File: src/ppmp_pkg.sv
// Shared types, codes and constants of the peer-probe message parser.
`default_nettype none

package ppmp_pkg;

	localparam int CFG_IDX_W = 8;

	// Register indexes of the configuration port.
	localparam logic [CFG_IDX_W-1:0] REG_PING_TYPE = 8'd0;
	localparam logic [CFG_IDX_W-1:0] REG_PONG_TYPE = 8'd1;
	localparam logic [CFG_IDX_W-1:0] REG_CALL_TYPE = 8'd2;
	localparam logic [CFG_IDX_W-1:0] REG_MAX_EP    = 8'd3;

	// Result kinds.
	localparam logic [3:0] KIND_HEADER  = 4'd0;
	localparam logic [3:0] KIND_TXID    = 4'd1;
	localparam logic [3:0] KIND_KEY_PAD = 4'd2;
	localparam logic [3:0] KIND_PONG_AD = 4'd3;
	localparam logic [3:0] KIND_PONG_PT = 4'd4;
	localparam logic [3:0] KIND_EP_ADDR = 4'd5;
	localparam logic [3:0] KIND_EP_PORT = 4'd6;
	localparam logic [3:0] KIND_IGNORED = 4'd7;
	localparam logic [3:0] KIND_SUMMARY = 4'd8;

	// Summary status codes.
	localparam logic [1:0] ST_OK      = 2'd0;
	localparam logic [1:0] ST_SHORT   = 2'd1;
	localparam logic [1:0] ST_UNKNOWN = 2'd2;

	// Field sizes in bytes and counter limits; the message fields are at the width of the byte counter.
	localparam logic [10:0] HDR_BYTES  = 11'd2;
	localparam logic [10:0] KEY_BYTES  = 11'd32;
	localparam logic [10:0] ADDR_BYTES = 11'd16;
	localparam logic [10:0] PORT_BYTES = 11'd2;
	localparam logic [4:0]  EP_BYTES   = 5'd18;
	localparam logic [4:0]  EP_ADDR_B  = 5'd16;
	localparam logic [5:0]  DROP_MAX   = 6'd63;
	localparam logic [7:0]  SEEN_MAX   = 8'd255;

	typedef enum logic [1:0] {
		TC_PING,
		TC_PONG,
		TC_CALL,
		TC_UNKNOWN
	} tclass_t;

	typedef struct packed {
		logic [7:0] ping_type;
		logic [7:0] pong_type;
		logic [7:0] call_type;
		logic [7:0] max_ep;
	} cfg_t;

	typedef struct packed {
		logic [3:0]  kind;
		logic [7:0]  byte_value;
		logic [4:0]  field_offset;
		logic [7:0]  endpoint_index;
		logic [1:0]  status;
		logic [7:0]  message_type;
		logic        has_node_key;
		logic [10:0] padding_length;
		logic [7:0]  endpoint_count;
		logic [5:0]  dropped_count;
		logic        last_result;
	} res_t;

	// Results of one byte: its classification and, on the last byte, the summary.
	typedef struct packed {
		res_t cls;
		res_t sum;
		logic has_sum;
	} res_pair_t;

	// Ping is tested first, then pong, then call.
	function automatic tclass_t type_class(input logic [7:0] t, input cfg_t c);
		tclass_t tc;
		if (t == c.ping_type) begin
			tc = TC_PING;
		end else if (t == c.pong_type) begin
			tc = TC_PONG;
		end else if (t == c.call_type) begin
			tc = TC_CALL;
		end else begin
			tc = TC_UNKNOWN;
		end
		return tc;
	endfunction

endpackage

`default_nettype wire

File: src/ppmp_if.sv
// Handshake interfaces for the input, result and configuration channels.
`default_nettype none

interface ppmp_in_if;
	logic       valid;
	logic       ready;
	logic [7:0] data_byte;
	logic       end_of_message;

	modport source (output valid, output data_byte, output end_of_message, input ready);
	modport sink (input valid, input data_byte, input end_of_message, output ready);
endinterface

interface ppmp_res_if;
	logic        valid;
	logic        ready;
	logic [3:0]  kind;
	logic [7:0]  byte_value;
	logic [4:0]  field_offset;
	logic [7:0]  endpoint_index;
	logic [1:0]  status;
	logic [7:0]  message_type;
	logic        has_node_key;
	logic [10:0] padding_length;
	logic [7:0]  endpoint_count;
	logic [5:0]  dropped_count;
	logic        last_result;

	modport source (output valid, output kind, output byte_value, output field_offset,
		output endpoint_index, output status, output message_type, output has_node_key,
		output padding_length, output endpoint_count, output dropped_count,
		output last_result, input ready);
	modport sink (input valid, input kind, input byte_value, input field_offset,
		input endpoint_index, input status, input message_type, input has_node_key,
		input padding_length, input endpoint_count, input dropped_count,
		input last_result, output ready);
endinterface

interface ppmp_cfg_if;
	logic       valid;
	logic       ready;
	logic [7:0] index;
	logic [7:0] data;

	modport source (output valid, output index, output data, input ready);
	modport sink (input valid, input index, input data, output ready);
endinterface

`default_nettype wire

File: src/peer_probe_message_parser.sv
// Top level of the peer-probe message parser.
// The parser takes a decrypted peer-discovery message one word per byte on in_ch, with
// end_of_message high on the final byte, and gives on res_ch one classification word for
// every byte, followed on the final byte by a summary word with last_result set. A byte
// first lands in an input register; once the queue has room, a single pass of logic
// classifies it against the per-message counters and, on the last byte, forms the
// summary, and the results go into a four-entry result queue that drives res_ch. With
// res_ch always ready, one byte is accepted every cycle while the queue has room; a final
// byte puts two words into the queue, so the result side falls behind by one word per
// message, and the queue absorbs this until it lacks room. Input is held back only while
// the queue lacks room for two words.
// Configuration words on cfg_ch are accepted in every cycle and should be written while no
// message is in flight. There is no clearing pass after reset.
`default_nettype none

module peer_probe_message_parser import ppmp_pkg::*; #(
	parameter int TXID_BYTES        = 12,
	parameter int MAX_MESSAGE_BYTES = 1024
) (
	input wire logic clk,
	input wire logic arst_n,
	ppmp_in_if.sink   in_ch,
	ppmp_res_if.source res_ch,
	ppmp_cfg_if.sink  cfg_ch
);

	cfg_t       cfg;
	res_pair_t  pair;
	res_t       out_res;
	logic       room;
	logic       adv;
	logic       valid_s1;
	logic [7:0] byte_s1;
	logic       last_s1;

	// Configuration registers; the write channel never stalls.
	assign cfg_ch.ready = 1'b1;

	ppmp_cfg u_cfg (
		.clk      (clk),
		.arst_n   (arst_n),
		.wr_en    (cfg_ch.valid),
		.wr_index (cfg_ch.index),
		.wr_data  (cfg_ch.data),
		.cfg      (cfg)
	);

	// The byte in the input register is processed once the queue has room for
	// both of its possible results; the register refills in the same cycle.
	assign adv         = valid_s1 && room;
	assign in_ch.ready = !valid_s1 || room;

	always_ff @(posedge clk or negedge arst_n) begin
		if (!arst_n) begin
			valid_s1 <= 1'b0;
		end else if (in_ch.ready) begin
			valid_s1 <= in_ch.valid;
		end
	end

	always_ff @(posedge clk) begin
		if (in_ch.ready && in_ch.valid) begin
			byte_s1 <= in_ch.data_byte;
			last_s1 <= in_ch.end_of_message;
		end
	end

	ppmp_core #(
		.TXID_BYTES        (TXID_BYTES),
		.MAX_MESSAGE_BYTES (MAX_MESSAGE_BYTES)
	) u_core (
		.clk       (clk),
		.arst_n    (arst_n),
		.adv       (adv),
		.data_byte (byte_s1),
		.last      (last_s1),
		.cfg       (cfg),
		.pair      (pair)
	);

	ppmp_res_fifo u_fifo (
		.clk       (clk),
		.arst_n    (arst_n),
		.push      (adv),
		.pair      (pair),
		.room      (room),
		.out_valid (res_ch.valid),
		.out_ready (res_ch.ready),
		.out_res   (out_res)
	);

	assign res_ch.kind           = out_res.kind;
	assign res_ch.byte_value     = out_res.byte_value;
	assign res_ch.field_offset   = out_res.field_offset;
	assign res_ch.endpoint_index = out_res.endpoint_index;
	assign res_ch.status         = out_res.status;
	assign res_ch.message_type   = out_res.message_type;
	assign res_ch.has_node_key   = out_res.has_node_key;
	assign res_ch.padding_length = out_res.padding_length;
	assign res_ch.endpoint_count = out_res.endpoint_count;
	assign res_ch.dropped_count  = out_res.dropped_count;
	assign res_ch.last_result    = out_res.last_result;

endmodule

`default_nettype wire

File: src/ppmp_cfg.sv
// Configuration registers of the peer-probe message parser.
`default_nettype none

module ppmp_cfg import ppmp_pkg::*; (
	input  wire logic                 clk,
	input  wire logic                 arst_n,
	input  wire logic                 wr_en,
	input  wire logic [CFG_IDX_W-1:0] wr_index,
	input  wire logic [7:0]           wr_data,
	output cfg_t                      cfg
);

	cfg_t cfg_q;

	always_ff @(posedge clk or negedge arst_n) begin
		if (!arst_n) begin
			cfg_q.ping_type <= 8'd1;
			cfg_q.pong_type <= 8'd2;
			cfg_q.call_type <= 8'd3;
			cfg_q.max_ep    <= 8'd8;
		end else if (wr_en) begin
			// Writes to indexes past the register list are dropped.
			unique case (wr_index)
				REG_PING_TYPE: cfg_q.ping_type <= wr_data;
				REG_PONG_TYPE: cfg_q.pong_type <= wr_data;
				REG_CALL_TYPE: cfg_q.call_type <= wr_data;
				REG_MAX_EP:    cfg_q.max_ep    <= wr_data;
				default: ;
			endcase
		end
	end

	assign cfg = cfg_q;

endmodule

`default_nettype wire

File: src/ppmp_core.sv
// Per-message state and the single-pass byte classifier with its summary.
`default_nettype none

module ppmp_core import ppmp_pkg::*; #(
	parameter int TXID_BYTES        = 12,
	parameter int MAX_MESSAGE_BYTES = 1024
) (
	input  wire logic       clk,
	input  wire logic       arst_n,
	input  wire logic       adv,
	input  wire logic [7:0] data_byte,
	input  wire logic       last,
	input  cfg_t            cfg,
	output res_pair_t       pair
);

	localparam logic [10:0] MAX_POS  = 11'(MAX_MESSAGE_BYTES);
	localparam logic [10:0] TX       = 11'(TXID_BYTES);
	localparam logic [10:0] TX_ADDR  = 11'(TXID_BYTES) + ADDR_BYTES;
	localparam logic [10:0] TX_PORT  = 11'(TXID_BYTES) + ADDR_BYTES + PORT_BYTES;

	logic [10:0] pos_q, pos_n;
	logic [7:0]  held_q, held_n;
	logic        keynz_q, keynz_n;
	logic [4:0]  eo_q, eo_n;
	logic [7:0]  seen_q, seen_n;
	logic [5:0]  drop_q, drop_n;

	logic        in_range;
	logic [10:0] r, k;
	logic [4:0]  eo_inc;
	tclass_t     tc;
	res_t        cls, sum;
	logic [10:0] rem, after;

	assign in_range = pos_q < MAX_POS;
	assign r        = pos_q - HDR_BYTES;
	assign k        = r - TX;
	assign eo_inc   = eo_q + 5'd1;
	assign held_n   = (in_range && pos_q == 11'd0) ? data_byte : held_q;
	assign tc       = type_class(held_n, cfg);
	assign pos_n    = in_range ? pos_q + 11'd1 : pos_q;

	// Classification of the byte and the next per-message state.
	always_comb begin
		cls            = '0;
		cls.kind       = KIND_IGNORED;
		cls.byte_value = data_byte;
		keynz_n        = keynz_q;
		eo_n           = eo_q;
		seen_n         = seen_q;
		drop_n         = drop_q;
		if (in_range) begin
			if (pos_q < HDR_BYTES) begin
				cls.kind         = KIND_HEADER;
				cls.field_offset = pos_q[4:0];
			end else begin
				unique case (tc)
					TC_PING: begin
						if (r < TX) begin
							cls.kind         = KIND_TXID;
							cls.field_offset = r[4:0];
						end else begin
							cls.kind         = KIND_KEY_PAD;
							cls.field_offset = k[4:0];
							if (k < KEY_BYTES && data_byte != 8'd0) begin
								keynz_n = 1'b1;
							end
						end
					end
					TC_PONG: begin
						if (r < TX) begin
							cls.kind         = KIND_TXID;
							cls.field_offset = r[4:0];
						end else if (r < TX_ADDR) begin
							cls.kind         = KIND_PONG_AD;
							cls.field_offset = k[4:0];
						end else if (r < TX_PORT) begin
							cls.kind         = KIND_PONG_PT;
							cls.field_offset = 5'(r - TX_ADDR);
						end
					end
					TC_CALL: begin
						cls.endpoint_index = seen_q;
						if (eo_q < EP_ADDR_B) begin
							cls.kind         = KIND_EP_ADDR;
							cls.field_offset = eo_q;
						end else begin
							cls.kind         = KIND_EP_PORT;
							cls.field_offset = eo_q - EP_ADDR_B;
						end
						if (eo_inc >= EP_BYTES) begin
							eo_n = 5'd0;
							if (seen_q >= cfg.max_ep && drop_q < DROP_MAX) begin
								drop_n = drop_q + 6'd1;
							end
							if (seen_q < SEEN_MAX) begin
								seen_n = seen_q + 8'd1;
							end
						end else begin
							eo_n = eo_inc;
						end
					end
					default: ;
				endcase
			end
		end
	end

	assign rem   = pos_n - HDR_BYTES;
	assign after = rem - TX;

	// Summary, taken from the state as it stands after this byte.
	always_comb begin
		sum              = '0;
		sum.kind         = KIND_SUMMARY;
		sum.message_type = held_n;
		sum.last_result  = 1'b1;
		if (pos_n < HDR_BYTES) begin
			sum.status = ST_SHORT;
		end else begin
			unique case (tc)
				TC_PING: begin
					if (rem < TX) begin
						sum.status = ST_SHORT;
					end else if (after >= KEY_BYTES && keynz_n) begin
						sum.has_node_key   = 1'b1;
						sum.padding_length = after - KEY_BYTES;
					end else begin
						sum.padding_length = after;
					end
				end
				TC_PONG: begin
					if (rem < TX_PORT) begin
						sum.status = ST_SHORT;
					end
				end
				TC_CALL: begin
					// A payload that is not whole endpoints reports no endpoints.
					if (eo_n == 5'd0) begin
						sum.endpoint_count = (seen_n < cfg.max_ep) ? seen_n : cfg.max_ep;
						sum.dropped_count  = drop_n;
					end
				end
				TC_UNKNOWN: sum.status = ST_UNKNOWN;
			endcase
		end
	end

	assign pair.cls     = cls;
	assign pair.sum     = sum;
	assign pair.has_sum = last;

	always_ff @(posedge clk or negedge arst_n) begin
		if (!arst_n) begin
			pos_q   <= '0;
			held_q  <= '0;
			keynz_q <= 1'b0;
			eo_q    <= '0;
			seen_q  <= '0;
			drop_q  <= '0;
		end else if (adv) begin
			if (last) begin
				pos_q   <= '0;
				held_q  <= '0;
				keynz_q <= 1'b0;
				eo_q    <= '0;
				seen_q  <= '0;
				drop_q  <= '0;
			end else begin
				pos_q   <= pos_n;
				held_q  <= held_n;
				keynz_q <= keynz_n;
				eo_q    <= eo_n;
				seen_q  <= seen_n;
				drop_q  <= drop_n;
			end
		end
	end

endmodule

`default_nettype wire

File: src/ppmp_res_fifo.sv
// Four-entry result queue that takes one or two results a cycle and gives one.
`default_nettype none

module ppmp_res_fifo import ppmp_pkg::*; (
	input  wire logic clk,
	input  wire logic arst_n,
	input  wire logic push,
	input  res_pair_t pair,
	output logic      room,
	output logic      out_valid,
	input  wire logic out_ready,
	output res_t      out_res
);

	res_t       mem_q [4];
	logic [1:0] head_q, tail_q;
	logic [2:0] count_q;
	logic       pop;
	logic [2:0] n_push;

	// Room for the worst case of two results.
	assign room      = count_q <= 3'd2;
	assign out_valid = count_q != 3'd0;
	assign out_res   = mem_q[head_q];
	assign pop       = out_valid && out_ready;
	assign n_push    = push ? (pair.has_sum ? 3'd2 : 3'd1) : 3'd0;

	always_ff @(posedge clk) begin
		if (push) begin
			mem_q[tail_q] <= pair.cls;
			if (pair.has_sum) begin
				mem_q[tail_q + 2'd1] <= pair.sum;
			end
		end
	end

	always_ff @(posedge clk or negedge arst_n) begin
		if (!arst_n) begin
			head_q  <= '0;
			tail_q  <= '0;
			count_q <= '0;
		end else begin
			if (pop) begin
				head_q <= head_q + 2'd1;
			end
			tail_q  <= tail_q + n_push[1:0];
			count_q <= count_q + n_push - {2'd0, pop};
		end
	end

endmodule

`default_nettype wire

File: src/flat_wrapper.sv
// flat-port wrapper written by rule: the top's interface ports become plain ports
module peer_probe_message_parser_flat import ppmp_pkg::*;
#(
	parameter int TXID_BYTES        = 12,
	parameter int MAX_MESSAGE_BYTES = 1024
)
  (clk, arst_n, in_ch_valid, in_ch_data_byte, in_ch_end_of_message, in_ch_ready, res_ch_valid, res_ch_kind, res_ch_byte_value, res_ch_field_offset, res_ch_endpoint_index, res_ch_status, res_ch_message_type, res_ch_has_node_key, res_ch_padding_length, res_ch_endpoint_count, res_ch_dropped_count, res_ch_last_result, res_ch_ready, cfg_ch_valid, cfg_ch_index, cfg_ch_data, cfg_ch_ready);
  ppmp_in_if in_ch_i ();
  ppmp_res_if res_ch_i ();
  ppmp_cfg_if cfg_ch_i ();
  input wire logic clk;
  input wire logic arst_n;
  input wire logic [$bits(in_ch_i.valid)-1:0] in_ch_valid;
  input wire logic [$bits(in_ch_i.data_byte)-1:0] in_ch_data_byte;
  input wire logic [$bits(in_ch_i.end_of_message)-1:0] in_ch_end_of_message;
  output wire logic [$bits(in_ch_i.ready)-1:0] in_ch_ready;
  output wire logic [$bits(res_ch_i.valid)-1:0] res_ch_valid;
  output wire logic [$bits(res_ch_i.kind)-1:0] res_ch_kind;
  output wire logic [$bits(res_ch_i.byte_value)-1:0] res_ch_byte_value;
  output wire logic [$bits(res_ch_i.field_offset)-1:0] res_ch_field_offset;
  output wire logic [$bits(res_ch_i.endpoint_index)-1:0] res_ch_endpoint_index;
  output wire logic [$bits(res_ch_i.status)-1:0] res_ch_status;
  output wire logic [$bits(res_ch_i.message_type)-1:0] res_ch_message_type;
  output wire logic [$bits(res_ch_i.has_node_key)-1:0] res_ch_has_node_key;
  output wire logic [$bits(res_ch_i.padding_length)-1:0] res_ch_padding_length;
  output wire logic [$bits(res_ch_i.endpoint_count)-1:0] res_ch_endpoint_count;
  output wire logic [$bits(res_ch_i.dropped_count)-1:0] res_ch_dropped_count;
  output wire logic [$bits(res_ch_i.last_result)-1:0] res_ch_last_result;
  input wire logic [$bits(res_ch_i.ready)-1:0] res_ch_ready;
  input wire logic [$bits(cfg_ch_i.valid)-1:0] cfg_ch_valid;
  input wire logic [$bits(cfg_ch_i.index)-1:0] cfg_ch_index;
  input wire logic [$bits(cfg_ch_i.data)-1:0] cfg_ch_data;
  output wire logic [$bits(cfg_ch_i.ready)-1:0] cfg_ch_ready;
  assign in_ch_i.valid = in_ch_valid;
  assign in_ch_i.data_byte = in_ch_data_byte;
  assign in_ch_i.end_of_message = in_ch_end_of_message;
  assign in_ch_ready = in_ch_i.ready;
  assign res_ch_valid = res_ch_i.valid;
  assign res_ch_kind = res_ch_i.kind;
  assign res_ch_byte_value = res_ch_i.byte_value;
  assign res_ch_field_offset = res_ch_i.field_offset;
  assign res_ch_endpoint_index = res_ch_i.endpoint_index;
  assign res_ch_status = res_ch_i.status;
  assign res_ch_message_type = res_ch_i.message_type;
  assign res_ch_has_node_key = res_ch_i.has_node_key;
  assign res_ch_padding_length = res_ch_i.padding_length;
  assign res_ch_endpoint_count = res_ch_i.endpoint_count;
  assign res_ch_dropped_count = res_ch_i.dropped_count;
  assign res_ch_last_result = res_ch_i.last_result;
  assign res_ch_i.ready = res_ch_ready;
  assign cfg_ch_i.valid = cfg_ch_valid;
  assign cfg_ch_i.index = cfg_ch_index;
  assign cfg_ch_i.data = cfg_ch_data;
  assign cfg_ch_ready = cfg_ch_i.ready;
  peer_probe_message_parser #(.TXID_BYTES(TXID_BYTES), .MAX_MESSAGE_BYTES(MAX_MESSAGE_BYTES)) u_core (.clk(clk), .arst_n(arst_n), .in_ch(in_ch_i), .res_ch(res_ch_i), .cfg_ch(cfg_ch_i));
endmodule
File: config.mk
export PLATFORM = sky130hd
export DESIGN_NAME = peer_probe_message_parser_flat
export DESIGN_NICKNAME = d
export VERILOG_FILES = /design/src/ppmp_pkg.sv /design/src/ppmp_if.sv /design/src/peer_probe_message_parser.sv /design/src/ppmp_cfg.sv /design/src/ppmp_core.sv /design/src/ppmp_res_fifo.sv /design/src/flat_wrapper.sv
export SDC_FILE = /design/constraint.sdc
export NUM_CORES = 1
export LEC_CHECK = 0
export BUFFER_PORTS_ARGS = -buffer_cell sky130_fd_sc_hd__buf_2
export CORE_MARGIN = 3
export CORE_UTILIZATION = 25
export DETAILED_ROUTE_END_ITERATION = 10
export GPL_TIMING_DRIVEN = 1
export PLACE_DENSITY_LB_ADDON = 0.3
export SYNTH_ARGS = -nofsm -noshare
export SYNTH_HDL_FRONTEND = slang
export SYNTH_HIERARCHICAL = 1
export SYNTH_SLANG_ARGS = --single-unit
File: constraint.sdc
create_clock -name clk -period 7.7 [get_ports clk]
set_clock_uncertainty 0.1 [all_clocks]
set_input_delay 2.31 -clock clk [delete_from_list [all_inputs] [get_ports clk]]
set_output_delay 2.31 -clock clk [all_outputs]
set_load 0.05 [all_outputs]
==> metrics.csv, run 1 <==
metric,value,unit
fin nets,1641,
clk root buf,clkbuf_16,
mean area per synthesized cell,13.4,µm²
hold_sp,u_core/u_cfg/cfg[1]$_DFFE_PN0P_,
routability cong.,0.861,
PD cells,404,nW/µm²
"Area growth, synth to finish",12.2,%
Crit Path Max Fanout,20,
antenna violations before repair,0,
Post-synth EDFFs,257,
Area contributors post-synth,"edfxtp_1, mux2_2, dfrtp_1, mux4_2, mux2_4",
"Worst Path Class, Setup",flip-flop to flip-flop,
Cells after Synth,1516,
GRT Total Usage,13.1,%
grt ovf,0,
Netlist cell types,111,
setup violators final,0,
worst min path class,flip-flop to flip-flop,
dpl ws,1.04,ns
clk slew on worst S/H paths,0.06,ns
crit end category,flip-flop,
core area,79800,µm²
antenna violation net count after detailed routing,0,
Synth Cell Area,20300,µm²
vias after detailed routing,12800,
top cell type by total area after synthesis,edfxtp_1,
FMAX,147,MHz
required time worst endpoint,7.92,ns
"commonest non-fill, non-tap cell in the layout",edfxtp_1,
Leak,8.44,nW
slew at the pin closest to its max-slew limit,1.11,ns
Design Power,9.20,mW
post-layout min period,6.80,ns
Final Slew Violations,0,
largest net degree at the start of global routing,75,
"Seq/Total Area, Yosys",47.7,%
clk sinks,336,
total of max-cap violations,0,
# hold bufs at CTS,0,
WL final,56300,µm
Clock Path Buffers,3,
vias per cell,4.80,
outcome,"complete, no violations",
DIE AREA,84700,µm²
DRC Markers,0,
Initial Util,25.5,%
final core occ,28.6,%
VDD IR max,165,µV
CTS buffer count,41,
Starting DRT DRC Count,888,
TNS Setup,0,ns
share of cells above drive strength 1,34.9,%
Synth async-reset ratio,23.5,%
Yosys reg bits,336,
ys flop type,edfxtp_1,
die height,291,µm
Resize count post-CTS,0,
Fin. Hold Viols,0,
port bufs,93,
slack of the critical path,0.895,ns
vias in the first global route,13400,
WL/cell,21.1,µm
Die Wd,291,µm
reg2reg start,u_core/u_core/pos_q[1]$_DFFE_PN0P_,
Slew headroom,25.2,%
final hold slack,0.410,ns
Synth top area share,38.0,%
CTS tree,yes,
Rows,103,
clk_lat worst skew,0.59,ns
most frequent cells in the layout,"edfxtp_1, mux2_2, buf_2, dfrtp_1, conb_1",
H-tree levels,2,
Final Cycle Share,88.4,%
DRT Pass-1 Iters,5,
RSZ-0062 raised after global routing,false,
first-pass GRT wire length,85400,µm
crit path launch,u_core/u_core/pos_q[1]$_DFFE_PN0P_,
Syn. warnings,6,
Critical Path Start Type,flip-flop,
CP Data Arrival Time,7.02,ns
Ports,95,
dpl hpwl,37400,µm
post-CTS setup buffers,0,
## through the flow
step                std cells  cell area, µm²
finish                   2661           22800
floorplan                1578           20500
detailed placement       2583           21500
CTS                      2659           22800
global route             2659           22800
global placement         2583           21500
## path summary, 6_finish.rpt
kind | end | slack (ns) | depth (start not counted)
min in group asynchronous | u_core/u_fifo/head_q[0]$_DFFE_PN0P_ | 1.44 | 1
worst max-delay path | u_core/u_fifo/mem_q[0][14]$_DFFE_PP_ | 0.90 | 20
max in group asynchronous | u_core/u_core/pos_q[1]$_DFFE_PN0P_ | 4.85 | 2
worst min register to register | u_core/u_cfg/cfg[1]$_DFFE_PN0P_ | 0.41 | 1
worst min-delay path | u_core/u_cfg/cfg[1]$_DFFE_PN0P_ | 0.41 | 1
worst max register to register | u_core/u_fifo/mem_q[0][14]$_DFFE_PP_ | 0.90 | 20
## cell families after synthesis
logic type / Yosys count / share of synthesized area [%]
multiplexers: 355 / 24.2
AND/OR/NAND/NOR: 288 / 8.54
AO/OA/AOI/OAI: 230 / 8.42
adder cells (fa/ha/maj): 35 / 2.19
flip-flops: 336 / 47.7
buffers and inverters: 218 / 6.51
other: 3 / 0.0554
XOR/XNOR: 51 / 2.30
## sequential cells by signal, indices dropped and copies added (netlist names)
register               cells
u_core/last_s1             1
u_core/u_fifo/head_q       2
u_core/u_fifo/count_q      3
u_core/u_fifo/mem_q      248
u_core/u_fifo/tail_q       2
u_core/byte_s1             8
u_core/u_core/eo_q         5
u_core/u_core/drop_q       6
u_core/u_core/held_q       8
u_core/u_core/seen_q       8
u_core/u_cfg/cfg          32
u_core/valid_s1            1
u_core/u_core/pos_q       11
u_core/u_core/keynz_q      1
## area by class of cell
cell class / count / area, µm²
clock buffers: 60 / 1140
diodes: 2 / 5.00
clock inverters: 16 / 189
fillers: 8052 / 57000
inverters: 57 / 214
flip-flops and latches: 336 / 9710
repair buffers: 116 / 653
multi-input cells: 1024 / 9580
well taps: 1050 / 1310
## where the power goes
| part | internal (mW) | total, mW | leakage (nW) | switching, mW |
|---|---|---|---|---|
| clock network | 1.11 | 1.90 | 0.643 | 0.790 |
| registers | 2.52 | 2.83 | 3.42 | 0.309 |
| logic | 1.52 | 4.48 | 4.38 | 2.96 |
## cells in the mapped netlist, types with 9 or more instances
master / n
a21oi_1: 35
a22o_1: 9
a31oi_1: 10
and2_1: 18
buf_2: 35
buf_4: 82
clkbuf_1: 30
dfrtp_1: 74
edfxtp_1: 257
ha_1: 34
inv_1: 57
mux2_1: 21
mux2_2: 203
mux2_4: 60
mux4_2: 62
nand2_1: 60
nand3_1: 22
nand4_1: 14
nor2_1: 52
nor3_1: 15
nor4_1: 13
o21ai_0: 46
o22ai_1: 19
or3_1: 17
xnor2_1: 28
xor2_1: 21
## per-layer routing
layer / wire (µm) / track usage (%) / up-vias
li1: - / - / 5883
met1: 24900 / 16.8 / 6585
met2: 27900 / 22.6 / 251
met3: 2410 / 2.19 / 67
met4: 1100 / 3.46 / 0
met5: 0 / 0 / -
## critical path, cell delays in order, from the launching register on
cell and delay (ns):
dfrtp_1 0.46, inv_1 0.16, ha_1 0.18, nor4b_2 0.79, nand3_1 0.48, mux2i_1 0.46, a222oi_1 0.17, and4_1 0.18
buf_4 0.21, nor4_2 0.28, buf_4 0.28, a41oi_1 0.16, or2_2 0.32, ha_1 0.19, a2111oi_0 0.55, nand2_1 0.15
nor4b_1 0.42, a211oi_2 0.31, mux2i_1 0.24, nor2_1 0.10, mux2_1 0.33
No activity file was read; power rests on OpenSTA's default activity.
==> run 2, diff against run 1 <==
==> constraint.sdc (replaced) <==
create_clock -name clk -period 7.7 [get_ports clk]
set_clock_uncertainty 0.1 [all_clocks]
set_input_delay 1.54 -clock clk [delete_from_list [all_inputs] [get_ports clk]]
set_output_delay 1.54 -clock clk [all_outputs]
set_load 0.05 [all_outputs]
==> run 2 against run 1 <==
Sequential cell count stayed put. Sequential share of layout area is 0.17 points lower. Cell area is 0.41% higher. Wire length is 0.32% lower. Clock power is 6% higher. First-iteration DRC count is 8.9% lower. Hold slack worse by 0.0054 ns. Highest routed layer unchanged.
==> metrics.csv, run 2 (synthesized netlist as in run 1, its figures left out) <==
metric,value,unit
DIE AREA,84700,µm²
slew at the pin closest to its max-slew limit,1.16,ns
Critical Path Start Type,flip-flop,
Biggest register,u_core/u_fifo/mem_q,
PD cells,407,nW/µm²
most frequent cells in the layout,"edfxtp_1, mux2_2, buf_2, dfrtp_1, conb_1",
worst min path class,flip-flop to flip-flop,
total of max-cap violations,0,
"Area growth, synth to finish",12.7,%
clk root buf,clkbuf_16,
Resize count post-CTS,0,
Hold Path Cell Cnt,1,
required time worst endpoint,7.93,ns
Crit Path Max Fanout,20,
Slew headroom,22.4,%
dpl hpwl,37300,µm
post-layout min period,6.75,ns
setup violators final,0,
final hold slack,0.404,ns
R2R Path End,u_core/u_fifo/mem_q[3][7]$_DFFE_PP_,
DRC Markers,0,
H-tree levels,2,
Post-DP Area,21500,µm²
"non-filler cells, final",2662,
routability cong.,0.862,
Fin. Hold Viols,0,
crit path launch,u_core/u_core/pos_q[1]$_DFFE_PN0P_,
largest net degree at the start of global routing,75,
CTS tree,yes,
Final Slew Violations,0,
Starting DRT DRC Count,809,
CTS buffer count,42,
CP Data Arrival Time,6.97,ns
FMAX,148,MHz
cell area after layout,22900,µm²
antenna violations before repair,1,
Clock Path Buffers,3,
crit end category,flip-flop,
core area,79800,µm²
slack of the critical path,0.955,ns
clk sinks,336,
TNS Setup,0,ns
"commonest non-fill, non-tap cell in the layout",edfxtp_1,
WL/cell,21.1,µm
first-pass GRT wire length,85400,µm
Ports,95,
Largest register FFs,248,
clk slew on worst S/H paths,0.06,ns
critical path endpoint,u_core/u_fifo/mem_q[3][7]$_DFFE_PP_,
GRT Total Usage,13.1,%
final core occ,28.7,%
outcome,"complete, no violations",
dpl ws,1.05,ns
clk_lat worst skew,0.59,ns
DP Cell Count,2584,
Design Power,9.31,mW
antenna violation net count after detailed routing,0,
R2R Setup Slk,0.95,ns
vias per cell,4.80,
die height,291,µm
Die Wd,291,µm
Leak,8.51,nW
Initial Util,25.5,%
vias after detailed routing,12800,
DRT Pass-1 Iters,6,
RSZ-0062 raised after global routing,false,
reg2reg start,u_core/u_core/pos_q[1]$_DFFE_PN0P_,
ANT cells,0,
fin nets,1643,
WL final,56100,µm
port bufs,93,
Final Cycle Share,87.6,%
Rows,103,
VDD IR max,190,µV
# hold bufs at CTS,0,
reg2reg path depth,20,
grt ovf,0,
vias in the first global route,13100,
"Worst Path Class, Setup",flip-flop to flip-flop,
hold_sp,u_core/u_cfg/cfg[1]$_DFFE_PN0P_,
post-CTS setup buffers,0,
share of cells above drive strength 1,35.4,%
==> run 2: cell count changes in the layout (fill, tap and decap cells not counted), moves of 2 or more <==
cell and change:
bufinv_16 +2, clkbuf_8 +3, clkbuf_1 -8, clkinv_1 +2, diode_2 -2, clkinv_2 +3, buf_4 +2
==> run 2: final cells by class <==
class | instances | area, µm²
clock buffer | 56 | 1170
multi-input combinational | 1024 | 9580
timing repair buffer | 117 | 648
fill | 8083 | 56900
clock inverter | 22 | 255
sequential | 336 | 9710
inverter | 57 | 214
tap | 1050 | 1310
==> run 2: power by group <==
part / leakage, nW / internal (mW) / switching [mW]
Combinational: 4.38 / 1.52 / 2.96
Clock: 0.704 / 1.22 / 0.802
Sequential: 3.42 / 2.52 / 0.303
==> run 2: per-layer routing <==
metal  global-route usage (%)  up-vias  part of all wire [%]
li1                         -     5889                     -
met1                     17.1     6566                    45
met2                     22.5      249                    50
met3                     1.91       75                   3.5
met4                     3.62        0                   2.0
met5                        0        -                     0
==> run 2: worst min-delay path by stage <==
stage	slack, ns	to
2_1_floorplan	0.38	u_core/u_cfg/cfg[1]$_DFFE_PN0P_
3_3_place_gp	0.40	u_core/u_cfg/cfg[1]$_DFFE_PN0P_
3_5_place_dp	0.40	u_core/u_cfg/cfg[1]$_DFFE_PN0P_
4_1_cts	0.41	u_core/u_cfg/cfg[1]$_DFFE_PN0P_
5_1_grt	0.43	u_core/u_cfg/cfg[1]$_DFFE_PN0P_
6_report	0.40	u_core/u_cfg/cfg[1]$_DFFE_PN0P_
==> run 2: critical path, stage by stage (launching register included) <==
cell       delay (ns)
dfrtp_1          0.46
inv_1            0.16
ha_1             0.18
nor4b_2          0.80
nand3_1          0.47
mux2i_1          0.46
a222oi_1         0.17
and4_1           0.18
buf_4            0.21
nor4_2           0.28
buf_4            0.28
a41oi_1          0.15
or2_2            0.32
ha_1             0.19
a2111oi_0        0.54
nand2_1          0.14
nor4b_1          0.39
a211oi_2         0.29
mux2i_1          0.25
nor2_1           0.11
mux2_2           0.31
==> run 3, diff against run 2 <==
--- a/config.mk
+++ b/config.mk
@@ -10,6 +10,7 @@
 export CORE_UTILIZATION = 25
 export DETAILED_ROUTE_END_ITERATION = 10
 export GPL_TIMING_DRIVEN = 1
+export HOLD_SLACK_MARGIN = 0.08
 export PLACE_DENSITY_LB_ADDON = 0.3
 export SYNTH_ARGS = -nofsm -noshare
 export SYNTH_HDL_FRONTEND = slang
==> constraint.sdc (replaced) <==
create_clock -name clk -period 7.7 [get_ports clk]
set_clock_uncertainty 0.1 [all_clocks]
set_input_delay 0.385 -clock clk [delete_from_list [all_inputs] [get_ports clk]]
set_output_delay 0.385 -clock clk [all_outputs]
set_load 0.05 [all_outputs]
==> run 3 against run 2 <==
Clock power shrank 7%. Cell count grew 0.53%. Fmax shrank 0.98%. Via count grew 0.17%. Register-to-register slack lost 0.07 ns. Sequential share of layout area shrank 0.11 points. Setup slack lost 0.066 ns. Critical path depth grew 1. Non-clock buffer count grew 18. Clock-buffer cell count shrank 1. Sequential cell count is the same.
==> metrics.csv, run 3 (synthesized netlist as in run 1, its figures left out) <==
metric,value,unit
outcome,"complete, no violations",
H-tree levels,2,
Final Slew Violations,0,
routability cong.,0.861,
"commonest non-fill, non-tap cell in the layout",edfxtp_1,
Rows,103,
TNS Setup,0,ns
vias per cell,4.78,
crit end category,flip-flop,
Largest register FFs,248,
clk slew on worst S/H paths,0.06,ns
DRC Markers,0,
R2R Setup Slk,0.89,ns
crit path launch,u_core/u_core/pos_q[1]$_DFFE_PN0P_,
WL final,56200,µm
Leak,8.52,nW
vias in the first global route,13400,
total of max-cap violations,0,
CP Data Arrival Time,7.02,ns
Starting DRT DRC Count,846,
RSZ-0062 raised after global routing,false,
Critical Path Start Type,flip-flop,
Initial Util,25.5,%
setup violators final,0,
VDD IR max,197,µV
clk root buf,clkbuf_16,
required time worst endpoint,7.91,ns
grt ovf,0,
most frequent cells in the layout,"edfxtp_1, mux2_2, buf_2, dfrtp_1, conb_1",
vias after detailed routing,12800,
R2R Path End,u_core/u_fifo/mem_q[0][14]$_DFFE_PP_,
critical path endpoint,u_core/u_fifo/mem_q[0][14]$_DFFE_PP_,
worst min path class,input pin to flip-flop,
largest net degree at the start of global routing,75,
DIE AREA,84700,µm²
clk_lat worst skew,0.56,ns
Fin. Hold Viols,0,
PD cells,400,nW/µm²
FMAX,147,MHz
hold_sp,cfg_ch_data[3],
antenna violations before repair,1,
final core occ,28.8,%
Biggest register,u_core/u_fifo/mem_q,
die height,291,µm
"Worst Path Class, Setup",flip-flop to flip-flop,
port bufs,93,
"non-filler cells, final",2676,
CTS buffer count,40,
slew at the pin closest to its max-slew limit,1.17,ns
first-pass GRT wire length,86000,µm
"Area growth, synth to finish",13.0,%
CTS tree,yes,
DP Cell Count,2583,
DRT Pass-1 Iters,5,
Resize count post-CTS,0,
reg2reg path depth,21,
Final Cycle Share,88.5,%
Die Wd,291,µm
Ports,95,
reg2reg start,u_core/u_core/pos_q[1]$_DFFE_PN0P_,
Slew headroom,22.1,%
GRT Total Usage,13.1,%
Clock Path Buffers,3,
fin nets,1659,
dpl hpwl,37400,µm
clk sinks,336,
Design Power,9.19,mW
WL/cell,21.0,µm
ANT cells,0,
core area,79800,µm²
antenna violation net count after detailed routing,0,
# hold bufs at CTS,19,
post-CTS setup buffers,0,
Crit Path Max Fanout,20,
share of cells above drive strength 1,34.7,%
post-layout min period,6.81,ns
## run 3: cell count changes in the layout (fill, tap and decap cells not counted)
cell	previous run	this run
clkinv_16	1	0
clkinvlp_4	1	2
clkinv_2	9	7
inv_6	1	2
clkbuf_8	7	6
clkinv_4	1	2
buf_4	25	24
clkbuf_1	7	9
clkinv_8	0	1
dlygate4sd3_1	0	19
bufinv_16	4	2
clkbuf_16	42	40
clkinv_1	4	2
## run 3: worst min-delay path by stage
stage / endpoint / slack, ns / depth (start not counted)
after floorplan: u_core/u_cfg/cfg[0]$_DFFE_PN0P_ / -0.01 / 0
after global placement: u_core/valid_s1$_DFFE_PN0P_ / 0.1 / 1
after detailed placement: u_core/valid_s1$_DFFE_PN0P_ / 0.10 / 1
after CTS: u_core/u_cfg/cfg[19]$_DFFE_PN0P_ / 0.08 / 2
after global routing: u_core/u_cfg/cfg[19]$_DFFE_PN0P_ / 0.1 / 2
final: u_core/u_cfg/cfg[19]$_DFFE_PN0P_ / 0.12 / 2
## run 3: area by class of cell
| type | instances | area [µm²] |
|---|---|---|
| tap | 1050 | 1310 |
| multi-input combinational | 1024 | 9580 |
| inverter | 57 | 214 |
| sequential | 336 | 9710 |
| clock inverter | 19 | 189 |
| fill | 8060 | 56800 |
| timing repair buffer | 135 | 831 |
| clock buffer | 55 | 1120 |
## run 3: report_power, final
| group | switching (mW) | internal, mW |
|---|---|---|
| clock | 0.782 | 1.10 |
| combinational | 2.96 | 1.52 |
| sequential | 0.305 | 2.52 |
## run 3: through the flow
step | instance area, µm² | hold slack [ns] | worst slack [ns]
6_report | 22900 | 0.117 | 0.888
3_3_place_gp | 21500 | 0.0996 | 1.14
4_1_cts | 22900 | 0.0827 | 0.906
3_5_place_dp | 21500 | 0.103 | 0.982
5_1_grt | 22900 | 0.0984 | 0.115
2_1_floorplan | 20500 | -0.0106 | 1.61
## run 3: critical path, cell delays in order (launching register included)
cell and delay [ns]:
dfrtp_1 0.46, inv_1 0.16, ha_1 0.17, nor4b_2 0.79
nand3_1 0.50, mux2i_1 0.46, a222oi_1 0.17, and4_1 0.18
buf_4 0.21, nor4_2 0.29, buf_4 0.28, a41oi_1 0.15
or2_2 0.33, ha_1 0.19, a2111oi_0 0.54, nand2_1 0.14
nor4b_1 0.38, o41a_1 0.23, a211oi_2 0.13, mux2i_1 0.24
nor2_1 0.10, mux2_1 0.33
## run 3: layer usage
metal | routed length, µm | global-route usage [%]
met5 | 0 | 0
met4 | 974 | 3.22
met3 | 1760 | 1.83
met2 | 28100 | 22.7
met1 | 25400 | 17.3
